===== src/design/membership_failure_detector_defines.svh =====
// Assertion macros for the membership failure detector.
`ifndef MEMBERSHIP_FAILURE_DETECTOR_DEFINES_SVH
`define MEMBERSHIP_FAILURE_DETECTOR_DEFINES_SVH
// Same-cycle implication, sampled on clk, off in reset.
`define MFD_ASSERT_IMPL(label, a, c) \
  label: assert property (@(posedge clk) disable iff (!rst_n) (a) |-> (c)) \
    else $error("check failed");
// Next-cycle implication, sampled on clk, off in reset.
`define MFD_ASSERT_NEXT(label, a, c) \
  label: assert property (@(posedge clk) disable iff (!rst_n) (a) |=> (c)) \
    else $error("check failed");
`endif


===== src/design/mfd_ram.sv =====
// Generic single-write, single-read RAM with registered read data.
module mfd_ram #(
  parameter int WIDTH = 112,
  parameter int DEPTH = 32
) (
  input  logic                     clk,
  input  logic                     we,
  input  logic [$clog2(DEPTH)-1:0] waddr,
  input  logic [WIDTH-1:0]         wdata,
  input  logic [$clog2(DEPTH)-1:0] raddr,
  output logic [WIDTH-1:0]         rdata
);
  logic [WIDTH-1:0] mem [DEPTH];

  always_ff @(posedge clk) begin
    if (we) begin
      mem[waddr] <= wdata;
    end
    rdata <= mem[raddr];
  end
endmodule


===== config.mk =====
export PLATFORM = sky130hd
export DESIGN_NAME = mfd_ram
export DESIGN_NICKNAME = d
export VERILOG_FILES = /design/src/design/membership_failure_detector_defines.svh /design/src/design/mfd_ram.sv
export SDC_FILE = /design/constraint.sdc
export NUM_CORES = 2
export LEC_CHECK = 0
export BUFFER_PORTS_ARGS = -buffer_cell sky130_fd_sc_hd__buf_2
export CORE_MARGIN = 4
export CORE_UTILIZATION = 46
export DETAILED_ROUTE_END_ITERATION = 12
export HOLD_SLACK_MARGIN = 0.03
export PLACE_DENSITY = 0.63
export SKIP_CTS_REPAIR_TIMING = 1
export SLEW_MARGIN = 10
export SYNTH_ARGS = -nofsm -noshare
export SYNTH_HDL_FRONTEND = slang
export SYNTH_SLANG_ARGS = --single-unit
export TNS_END_PERCENT = 5

===== constraint.sdc =====
create_clock -name clk -period 6.1 [get_ports clk]
set_input_delay 0.305 -clock clk [delete_from_list [all_inputs] [get_ports clk]]
set_output_delay 0.305 -clock clk [all_outputs]
set_load 0.005 [all_outputs]

Word-level counts from Yosys, hierarchy flattened. Memories as Yosys holds them, arrays and structs flattened. A register that Yosys moved wholly into a read port is not among the register bits. Cells that the tools add are included. W data, S select, Z words.

Memories kept: 1. Output and inout port bits: 112. Input bits: 124. Register bits after elaboration: 0. Bits in writable memories: 3584. Word-level logic and storage cells: 3.

Mux-type cells: 2.

Memory list: mem (words 32, width 112, rd ports 1, clocked after Yosys merged registers in 1, write ports 1, RTL line mfd_ram.sv:13) `logic [WIDTH-1:0] mem [DEPTH];`.

Operators by type and width (number): $mux W1 (2).

Longest topological paths before layout.
Depth after elaboration: 2. Depth in mapped cells: 9. Depth with buffers taken out: 4.

Least setup slack after synthesis. Ideal clock, no wire load.

Path kind: input to register. Start point: input port waddr[1]. End point: memory mem[12][0], enable pin. Slack: -0.109 ns. Arrival time: 5.625 ns. Data required time: 5.516 ns. Buffers on the path: 1. Stages: 3. Cell sequence: or3b_2 clkbuf_1 nor2_1.

RTL lines: start, declared (RTL line mfd_ram.sv:8) `input logic [$clog2(DEPTH)-1:0] waddr,`; end, declared (RTL line mfd_ram.sv:13).

Straight into the memory's write port.

==> results by group <==
STA
  • Slew headroom: 0.189
  • Final setup vio count: 0
  • Setup TNS: 0 ps
  • Final setup margin: 3380 ps
  • Clock skew: 84.4 ps
  • Final Hold Fails: 0
  • Slew @ Worst Pin: 1220 ps
  • Final period utilization: 0.445
  • Period minus WS final: 2720 ps
  • RSZ-0062 raised after global routing: false
  • Fin. max-slew vios: 0
  • FMAX: 0.368 GHz

Routing
  • Post-route ant nets: 0
  • Initial DRC Count: 8,123
  • Drt wl/cell: 30.8 microns
  • First-pass iteration count of the detailed router: 6
  • Via density: 6.08
  • Via Count: 68,552
  • Drt total wl: 348 mm
  • Residual DRC: 0

Power and ir drop
  • Logic pwr share: 0.045
  • Worst vdd ir: 0.000246 V
  • Switching Share: 0.207
  • Final Power: 53.0 mW
  • Pleak: 51.5 nW
  • Clock network fraction of design power: 0.419
  • Sw Pwr: 11.0 mW
  • Sequential power share: 0.536
  • P per Cell Area: 337 mW/mm^2
  • Internal power: 42.0 mW

CTS
  • Clock slew at reported path FFs: 60 ps
  • Clock latency on the worst-skew pair: 900 ps
  • Root Buffer: clkbuf_16
  • H-tree lvl count: 5
  • Max Root-Sink Buffers: 4
  • CTS Buf Count: 367
  • CTS tree: yes
  • Clock Sinks: 3,696

Synthesis
  • Syn_area_per_cell: 21.2 sq um
  • Yosys reg bits: 3,696
  • Syn Nets: 6,648
  • Syn Inst Count: 6,524
  • Netlist cell types: 31
  • Ys Warns: 0
  • Post-synthesis sequential area ratio: 0.795
  • Post-Synthesis Cell Area: 0.138 sq mm

Cells and area
  • Area added between synthesis and finish: 14.0%
  • Most frequent cells in the layout: edfxtp_1, mux2i_1, a22oi_1, mux4_2, clkbuf_16
  • Final core area utilization: 0.526
  • Most common cell after layout, fill and taps aside: edfxtp_1
  • Layout cells sized above 1: 0.194
  • NumNets Final: 7,139

Critical path
  • Worst path arrival time: 3450 ps
  • Critical path class: input pin to flop
  • R2r endpoint: rdata[59]
  • R2R cell count: 4
  • Startpoint Class: input pin
  • Crit end category: flop
  • Max FO, Critical Path: 59
  • Reg2reg setup slack: 4400 ps
  • Reg-to-Reg Start: mem[15][59]
  • Required time worst endpoint: 6830 ps

Floorplanning
  • Num rows: 201
  • Core ar.: 0.300 sq mm
  • Die X: 556 microns
  • Initial Util: 0.462
  • IO Pins: 236
  • Die Height: 556 microns
  • Area of the die: 0.309 sq mm

Placed design
  • Port-buffer cells: 235
  • Post-DP HPWL: 170 mm
  • Pre-CTS setup slack: 2560 ps
  • Final GP Congestion: 0.733

Hold path
  • Hold Crit Endpoint: rdata[42]
  • Hold crit path type: input pin to flop
  • Hold Path Stages: 4
  • Min-delay src: raddr[0]

GRT
  • GR Overflow Total: 0
  • Largest net degree at the start of global routing: 139
  • Initial antenna violation count: 35
  • First-pass GRT wire length: 497 mm
  • GRT Resource Usage Total: 0.221
  • Number of global-route vias before repair: 68,128

Status
  • Status: finished clean

Job
  • Max-Cap Viols: 0
-- how the worst max path moves through the flow --
stage / from / endpoint / slack (ps)
floorplan: waddr[1] / mem[12][0] / -110
global placement: raddr[2] / rdata[29] / 2600
detailed placement: raddr[2] / rdata[31] / 2560
CTS: raddr[2] / rdata[31] / 3500
global route: raddr[2] / rdata[31] / 3350
finish: raddr[2] / rdata[31] / 3380
-- critical path, stage by stage --
cell and delay, ps:
buf_8 410, buf_4 660, buf_4 860, mux4_2 420
a22o_1 250, a31oi_1 210, nand3_1 110
-- state kept, by name, indices dropped and copies added, names as in the netlist --
register	count
mem	3584
rdata	112
-- kinds of logic (layout without fill, tap and decap cells) --
kind of cell | count (synthesis) | in the layout | share of synthesized area
other | 0 | 11 | 0
DFF | 3696 | 3696 | 0.795
muxes | 1344 | 1344 | 0.138
buffers and inverters | 373 | 1158 | 0.0137
AOI/OAI and AO/OA | 734 | 734 | 0.0397
and+or+nand+nor | 377 | 377 | 0.0140
-- synthesized netlist by cell type --
master,n,share of area
a21oi_1,11,0.00040
a22o_1,62,0.0039
a22oi_1,594,0.032
a31oi_1,62,0.0028
a32oi_1,5,0.00032
and2_1,10,0.00045
and3_1,1,0.000045
and3b_1,1,0.000063
buf_1,27,0.00073
buf_2,136,0.0049
buf_4,37,0.0020
buf_6,23,0.0019
clkbuf_1,146,0.0040
clkbuf_2,2,0.000072
clkbuf_4,1,0.000054
dfxtp_1,112,0.016
edfxtp_1,3584,0.78
inv_1,1,0.000027
mux2i_1,896,0.065
mux4_2,448,0.073
nand2_1,14,0.00038
nand2b_1,1,0.000045
nand3_1,226,0.0082
nand3b_1,5,0.00027
nand4_1,50,0.0023
nor2_1,46,0.0012
nor2b_1,15,0.00068
nor3_1,4,0.00014
nor3_2,1,0.000072
or3_1,1,0.000045
or3b_2,2,0.00013
-- metal layers --
metal  vias to the layer above  GRT usage  part of all wire
li1                      28354          -                 -
met1                     36891      0.307              0.41
met2                      2774      0.365              0.49
met3                       519     0.0379             0.075
met4                        14     0.0542             0.023
met5                         -          0           0.00026
-- stage by stage --
step | cell area (sq um) | hold WS, ps | instances
floorplan | 138000 | 404 | 6524
global placement | 145000 | 607 | 10492
detailed placement | 145000 | 612 | 10492
CTS | 156000 | -169 | 11155
global route | 158000 | 150 | 11272
finish | 158000 | 142 | 11278
-- power groups by stage --
stage,Combinational [mW],Clock (mW),Sequential (mW)
3_3_place_gp,2.30,0,28.9
5_1_grt,2.58,23.7,28.4
2_1_floorplan,1.31,0,28.9
3_5_place_dp,2.36,0,29.0
4_1_cts,2.36,22.6,28.4
6_report,2.41,22.2,28.4
-- layout make-up --
type / count / area (sq um)
diodes: 11 / 27.5
clock buffers: 498 / 10000
clock inverters: 165 / 1820
fillers: 22831 / 142000
inverters: 1 / 3.75
multi-input cells: 2455 / 26900
flip-flops and latches: 3696 / 110000
well taps: 3958 / 4950
repair buffers: 494 / 3980
No activity file was read; power rests on OpenSTA's default activity.
