<file path="src/design/membership_failure_detector_defines.svh">
// Assertion macros for the membership failure detector.
`ifndef MEMBERSHIP_FAILURE_DETECTOR_DEFINES_SVH
`define MEMBERSHIP_FAILURE_DETECTOR_DEFINES_SVH
// Same-cycle implication, sampled on clk, off in reset.
`define MFD_ASSERT_IMPL(label, a, c) \
  label: assert property (@(posedge clk) disable iff (!rst_n) (a) |-> (c)) \
    else $error("check failed");
// Next-cycle implication, sampled on clk, off in reset.
`define MFD_ASSERT_NEXT(label, a, c) \
  label: assert property (@(posedge clk) disable iff (!rst_n) (a) |=> (c)) \
    else $error("check failed");
`endif

</file>
<file path="src/design/mfd_pkg.sv">
// Types and codes shared by the membership failure detector modules.
package mfd_pkg;
  localparam logic [2:0] FUNC_START     = 3'd0;
  localparam logic [2:0] FUNC_JOIN_REQ  = 3'd1;
  localparam logic [2:0] FUNC_JOIN_REP  = 3'd2;
  localparam logic [2:0] FUNC_LIST      = 3'd3;
  localparam logic [2:0] FUNC_PING_REQ  = 3'd4;
  localparam logic [2:0] FUNC_PING_REP  = 3'd5;
  localparam logic [2:0] FUNC_TICK      = 3'd6;

  localparam logic [2:0] MSG_JOIN_REQ   = 3'd0;
  localparam logic [2:0] MSG_JOIN_REP   = 3'd1;
  localparam logic [2:0] MSG_LIST       = 3'd2;
  localparam logic [2:0] MSG_PING_REQ   = 3'd3;
  localparam logic [2:0] MSG_PING_REP   = 3'd4;

  localparam logic [2:0] CFG_SELF_ID    = 3'd0;
  localparam logic [2:0] CFG_SELF_PORT  = 3'd1;
  localparam logic [2:0] CFG_INTRO_ID   = 3'd2;
  localparam logic [2:0] CFG_INTRO_PORT = 3'd3;
  localparam logic [2:0] CFG_OWN_BEAT   = 3'd4;
  localparam logic [2:0] CFG_FAIL_TO    = 3'd5;
  localparam logic [2:0] CFG_REMOVE_TO  = 3'd6;

  localparam logic [5:0] MAX_MSGS = 6'd33;

  typedef struct packed {
    logic [2:0]  func;
    logic [31:0] src_id;
    logic [15:0] src_port;
    logic [31:0] src_heartbeat;
    logic [31:0] item_id;
    logic [15:0] item_port;
    logic [31:0] item_heartbeat;
    logic [31:0] item_stamp;
    logic [31:0] now;
  } in_t;

  typedef struct packed {
    logic [2:0]  msg_kind;
    logic [31:0] dest_id;
    logic [15:0] dest_port;
    logic [31:0] out_id;
    logic [15:0] out_port;
    logic [31:0] out_heartbeat;
    logic [31:0] out_stamp;
    logic        last;
  } out_t;

  typedef struct packed {
    logic [31:0] id;
    logic [15:0] port;
    logic [31:0] beat;
    logic [31:0] stamp;
  } entry_t;

  typedef struct packed {
    logic suspect;
    logic live;
  } age_res_t;
endpackage

</file>
<file path="src/design/mfd_alu.sv">
// Shared age unit: modular age and timeout compares.
module mfd_alu import mfd_pkg::*; (
  input  logic [31:0] now,
  input  logic [31:0] stamp,
  input  logic [15:0] fail_to,
  input  logic [15:0] remove_to,
  output age_res_t    res
);
  logic [31:0] age;

  assign age = now - stamp;
  assign res.live = age < {16'd0, remove_to};
  assign res.suspect = (age >= {16'd0, fail_to}) && res.live;
endmodule
</file>
<file path="config.mk">
export PLATFORM = sky130hd
export DESIGN_NAME = mfd_alu
export DESIGN_NICKNAME = d
export VERILOG_FILES = /design/src/design/membership_failure_detector_defines.svh /design/src/design/mfd_pkg.sv /design/src/design/mfd_alu.sv
export SDC_FILE = /design/constraint.sdc
export NUM_CORES = 1
export LEC_CHECK = 0
export ABC_AREA = 1
export BUFFER_PORTS_ARGS = -buffer_cell sky130_fd_sc_hd__buf_2
export CORE_MARGIN = 3
export CORE_UTILIZATION = 28
export DETAILED_ROUTE_END_ITERATION = 7
export PLACE_DENSITY_LB_ADDON = 0.25
export SKIP_LAST_GASP = 1
export SLEW_MARGIN = 15
export SYNTH_ARGS = -nofsm -noshare
export SYNTH_HDL_FRONTEND = slang
export SYNTH_SLANG_ARGS = --single-unit
</file>
<file path="constraint.sdc">
create_clock -name vclk -period 3.15
set_input_delay 0.4725 -clock vclk [all_inputs]
set_output_delay 0.4725 -clock vclk [all_outputs]
set_load 0.03 [all_outputs]
</file>
## Yosys cells after proc, flatten, opt, wreduce, memory -nomap -nowiden

Index checks and enable logic that the tools add are counted.

- Register bits: 0
- Input port bits: 96
- Output and inout bits: 2
- Word-level logic and storage cells: 4

- Add/sub/neg operators: 1
- Magnitude comparators: 2
- Reduce and logical (&&, ||, !) cells: 1

Operator list:

| cell | number |
|---|---|
| $ge 32x16->1 | 1 |
| $lt 32x16->1 | 1 |
| $sub 32x32->32 | 1 |
| $logic_and 1x1->1 | 1 |

## Logic depth before layout (Yosys ltp)

- Depth in word-level cells: 3
- Depth in mapped cells: 20
- Mapped depth without buffers: 20

## Worst setup path before layout

No wires, ideal clock.

- Path kind: input -> output
- From: in now[0]
- To: out res[1] in the netlist's numbering
- Data arrival time: 2810 ps
- Required time: 2677 ps
- Path slack: -132 ps
- Stages: 18
- Path buffers: 0
- Path through: inv_1 -> ha_1 -> fa_1 -> inv_1 -> nand2_1 -> nand3_2 -> nand2_2 -> nand2_2 -> xor2_1 -> ha_1 -> nand2_1 -> inv_1 -> nand3_1 -> inv_1 -> a21oi_1 -> a21boi_0 -> nand3_2 -> nor2_2

RTL lines:

| what | line | text |
|---|---|---|
| start, declared | mfd_alu.sv:3 | `input logic [31:0] now,` |
| end, declared | mfd_alu.sv:7 | `output age_res_t res` |

==> flow_results.org <==
** Finish
- Clock buf count :: 0
- Final core area utilization :: 0.467
- Syn-to-layout area delta :: 60.7%
- The sequential cells in the finished layout cover a total of 0 um^2.
- The library cells used most frequently in the layout, excluding fill and tap cells, are nand2_1, inv_1, buf_4.
- The library cell used most frequently in the layout, excluding fill and tap cells, is nand2_1.
- Layout net count :: ~1100
- The design has 0 sequential cells.
- In the final layout, the share of cells above drive strength 1 is 0.380.
- Count of inserted antenna diode cells :: 0

** STA
- Share of the clock period used by the worst path after layout :: 1.05
- Adding up every negative setup slack in the final design gives -0.271 ns.
- Hold is met by 1.63 ns.
- For the pin with the worst max-slew slack, the measured transition is 0.289 ns.
- Headroom to the max-slew limit :: 0.806
- The total count of hold-check failures in the final report was 0.
- Counting I/O delays and the setup requirement, the final critical path takes 3.32 ns.
- The total count of max-transition violations in the final report came to 0.
- Final number of setup-violating endpoints :: 2
- Final setup margin :: -0.170 ns
- Based on the critical path, the design can be clocked at up to about 0.30 GHz.
- RSZ-0062 raised after global routing :: yes

** Synthesis
- The share of the Yosys chip area taken by registers is 0.
- Top cell type by total area after synthesis :: nand2_1
- Netlist Area Pre-Place :: 3540 um^2
- During synthesis, Yosys emitted a total of 0 warnings.
- The number of nets handed over by synthesis was 858.
- Post-Synthesis Mean Instance Area :: 5.07 um^2
- Synthesis produced approximately 700 cells.
- Of the post-synthesis cell area, the dominant cell type holds 0.271.
- Cell types occupying the most area after synthesis :: nand2_1, ha_1, inv_1
- The netlist uses 29 different library cells.

** Floorplan
- The die is 119 um wide.
- The die is 119 um tall.
- In this run the standard cell core region covers roughly 12000 um^2.
- Total die area :: 14000 um^2
- Number of placement rows :: 40
- For this configuration, the core starts out at a cell density of 0.290.
- IO Pins :: a little under 100

** Worst setup path
- Data on the critical path is required at its endpoint by 2.68 ns.
- STA classifies the critical path startpoint as an input pin.
- Sort of element at the end of the critical path :: output pin
- Signal arrival time at the worst endpoint :: around 2.9 ns
- Crit-path max FO :: 3
- The critical path is of the in2out type.

** Global routing
- Overall Global Routing Usage :: 0.151
- Entering global routing, the biggest net connects 6 pins.
- Initial antenna violation count :: 0
- The via count of the first global-routing pass was 4240.
- The first global-routing pass estimated 18500 um of wire.
- After global routing the overflow that remains totals 0.

** Clock tree
- Hold buffer count at cts :: 0

** Power and ir drop
- In this run the static leakage power is ~3.6 nW.
- Internal power of the cells :: about 0.00057 W
- Part of the total power dissipated in sequential elements :: 0
- Largest vdd supply drop :: 0.0525 mV
- Comb power frac :: 1.000
- Total design power :: about 0.0012 W
- The share of total power dissipated in the clock network is 0.
- Power dissipated by switching net loads :: 0.000615 W
- For this design the ratio of total power to cell area is ~210 nW/um^2.
- Switching Fraction :: 0.517

** Hold path
- The worst hold path belongs to the class in2out.

** Routing
- Number of search-and-repair iterations in the first detailed-routing pass :: 4
- Drt initial violations :: slightly below 200
- Using the TritonRoute via totals, the vias-per-cell ratio works out to 4.16.
- Number of remaining DRC errors :: 0
- WL/cell :: ~10 um
- Post-Route WL :: 11100 um
- Summing over every cut layer, the via total after detailed routing is 4434.
- Antenna viol nets, final :: 0

** Place
- IO Port Bufs :: 98
- The congestion estimate from routability-driven global placement came to 0.848.
- OpenSTA, run right after detailed placement, puts the worst setup slack at -0.452 ns.
- Detailed placement finished with a half-perimeter wire length of between 9000 and 10000 um.

** Status
- The flow ran to the end, but the final reports show violations.
- Violated checks :: negative setup slack

** Job
- Max-capacitance violation count :: 0
## cells in the mapped netlist, types with 2 or more instances
library cell and number:
nand3_2 7, nand2_2 19, inv_2 3, nor2_1 42, nand3_1 22, and2_1 3, nand4_1 7, inv_1 198
nor3_1 2, nand2_4 2, nor2_2 10, o21ai_0 7, a21oi_1 31, nand2_1 256, xor2_1 15, ha_1 62
## through the flow
stage / cell area (um^2) / std cells
4_1_cts: 5370 / 1056
3_5_place_dp: 4850 / 1044
2_1_floorplan: 3560 / 699
5_1_grt: 5700 / 1066
3_3_place_gp: 4850 / 1044
6_report: 5700 / 1066
## metal layers
layer	vias to the layer above	share of wire	track usage
met3	10	0.032	0.00526
met2	88	0.45	0.263
met1	1881	0.50	0.217
met4	0	0.011	0.0109
met5	-	0	0
li1	2455	-	-
## kinds of logic (layout without fill, tap and decap cells)
kind of cell	Yosys count	count (layout)	share of synthesized area
AND/OR/NAND/NOR	375	375	0.457
adder cells (fa/ha/maj)	63	63	0.224
buffers and inverters	201	400	0.213
XOR/XNOR	16	16	0.0395
AO/OA/AOI/OAI	44	44	0.0664
## cell type report
cell class	count	area, um^2
fill	1357	6510
multi-input combinational	498	3420
timing repair buffer	199	1300
inverter	201	767
tap	168	210
## final timing paths
path	startpoint	end	slack, ns	cells past startpoint
max	now[13]	res[1]	-0.17	20
min	fail_to[15]	res[1]	1.63	8
## worst max-delay path: stages
cell and delay [ns]:
buf_2 0.12, ha_4 0.25, buf_4 0.15, nand2_1 0.08, nand2_2 0.06, inv_1 0.07, nand2_2 0.08, a21oi_4 0.15
nand2_4 0.07, xor2_2 0.15, ha_1 0.28, nand2_2 0.09, inv_2 0.04, nand3_2 0.08, inv_2 0.04, a21oi_2 0.11
a21boi_2 0.17, nand3_2 0.12, nor2_4 0.14, buf_6 0.13
## what timing repair did
| action | in CTS | in global routing |
|---|---|---|
| buffers inserted | 12 | 10 |
| pin swaps | 38 | 41 |
| resized for setup | 83 | 67 |
| endpoints found under the hold margin | 0 | 0 |
| setup endpoints to repair | 2 | 2 |
## power groups by stage
stage	Clock, W	Combinational, W	Sequential, W
after global placement	0	0.000941	0
after CTS	0	0.00108	0
after floorplan	0	0.000571	0
final	0	0.00119	0
after detailed placement	0	0.000944	0
after global routing	0	0.00135	0
Note: power is estimated with default switching activity, not from simulation.
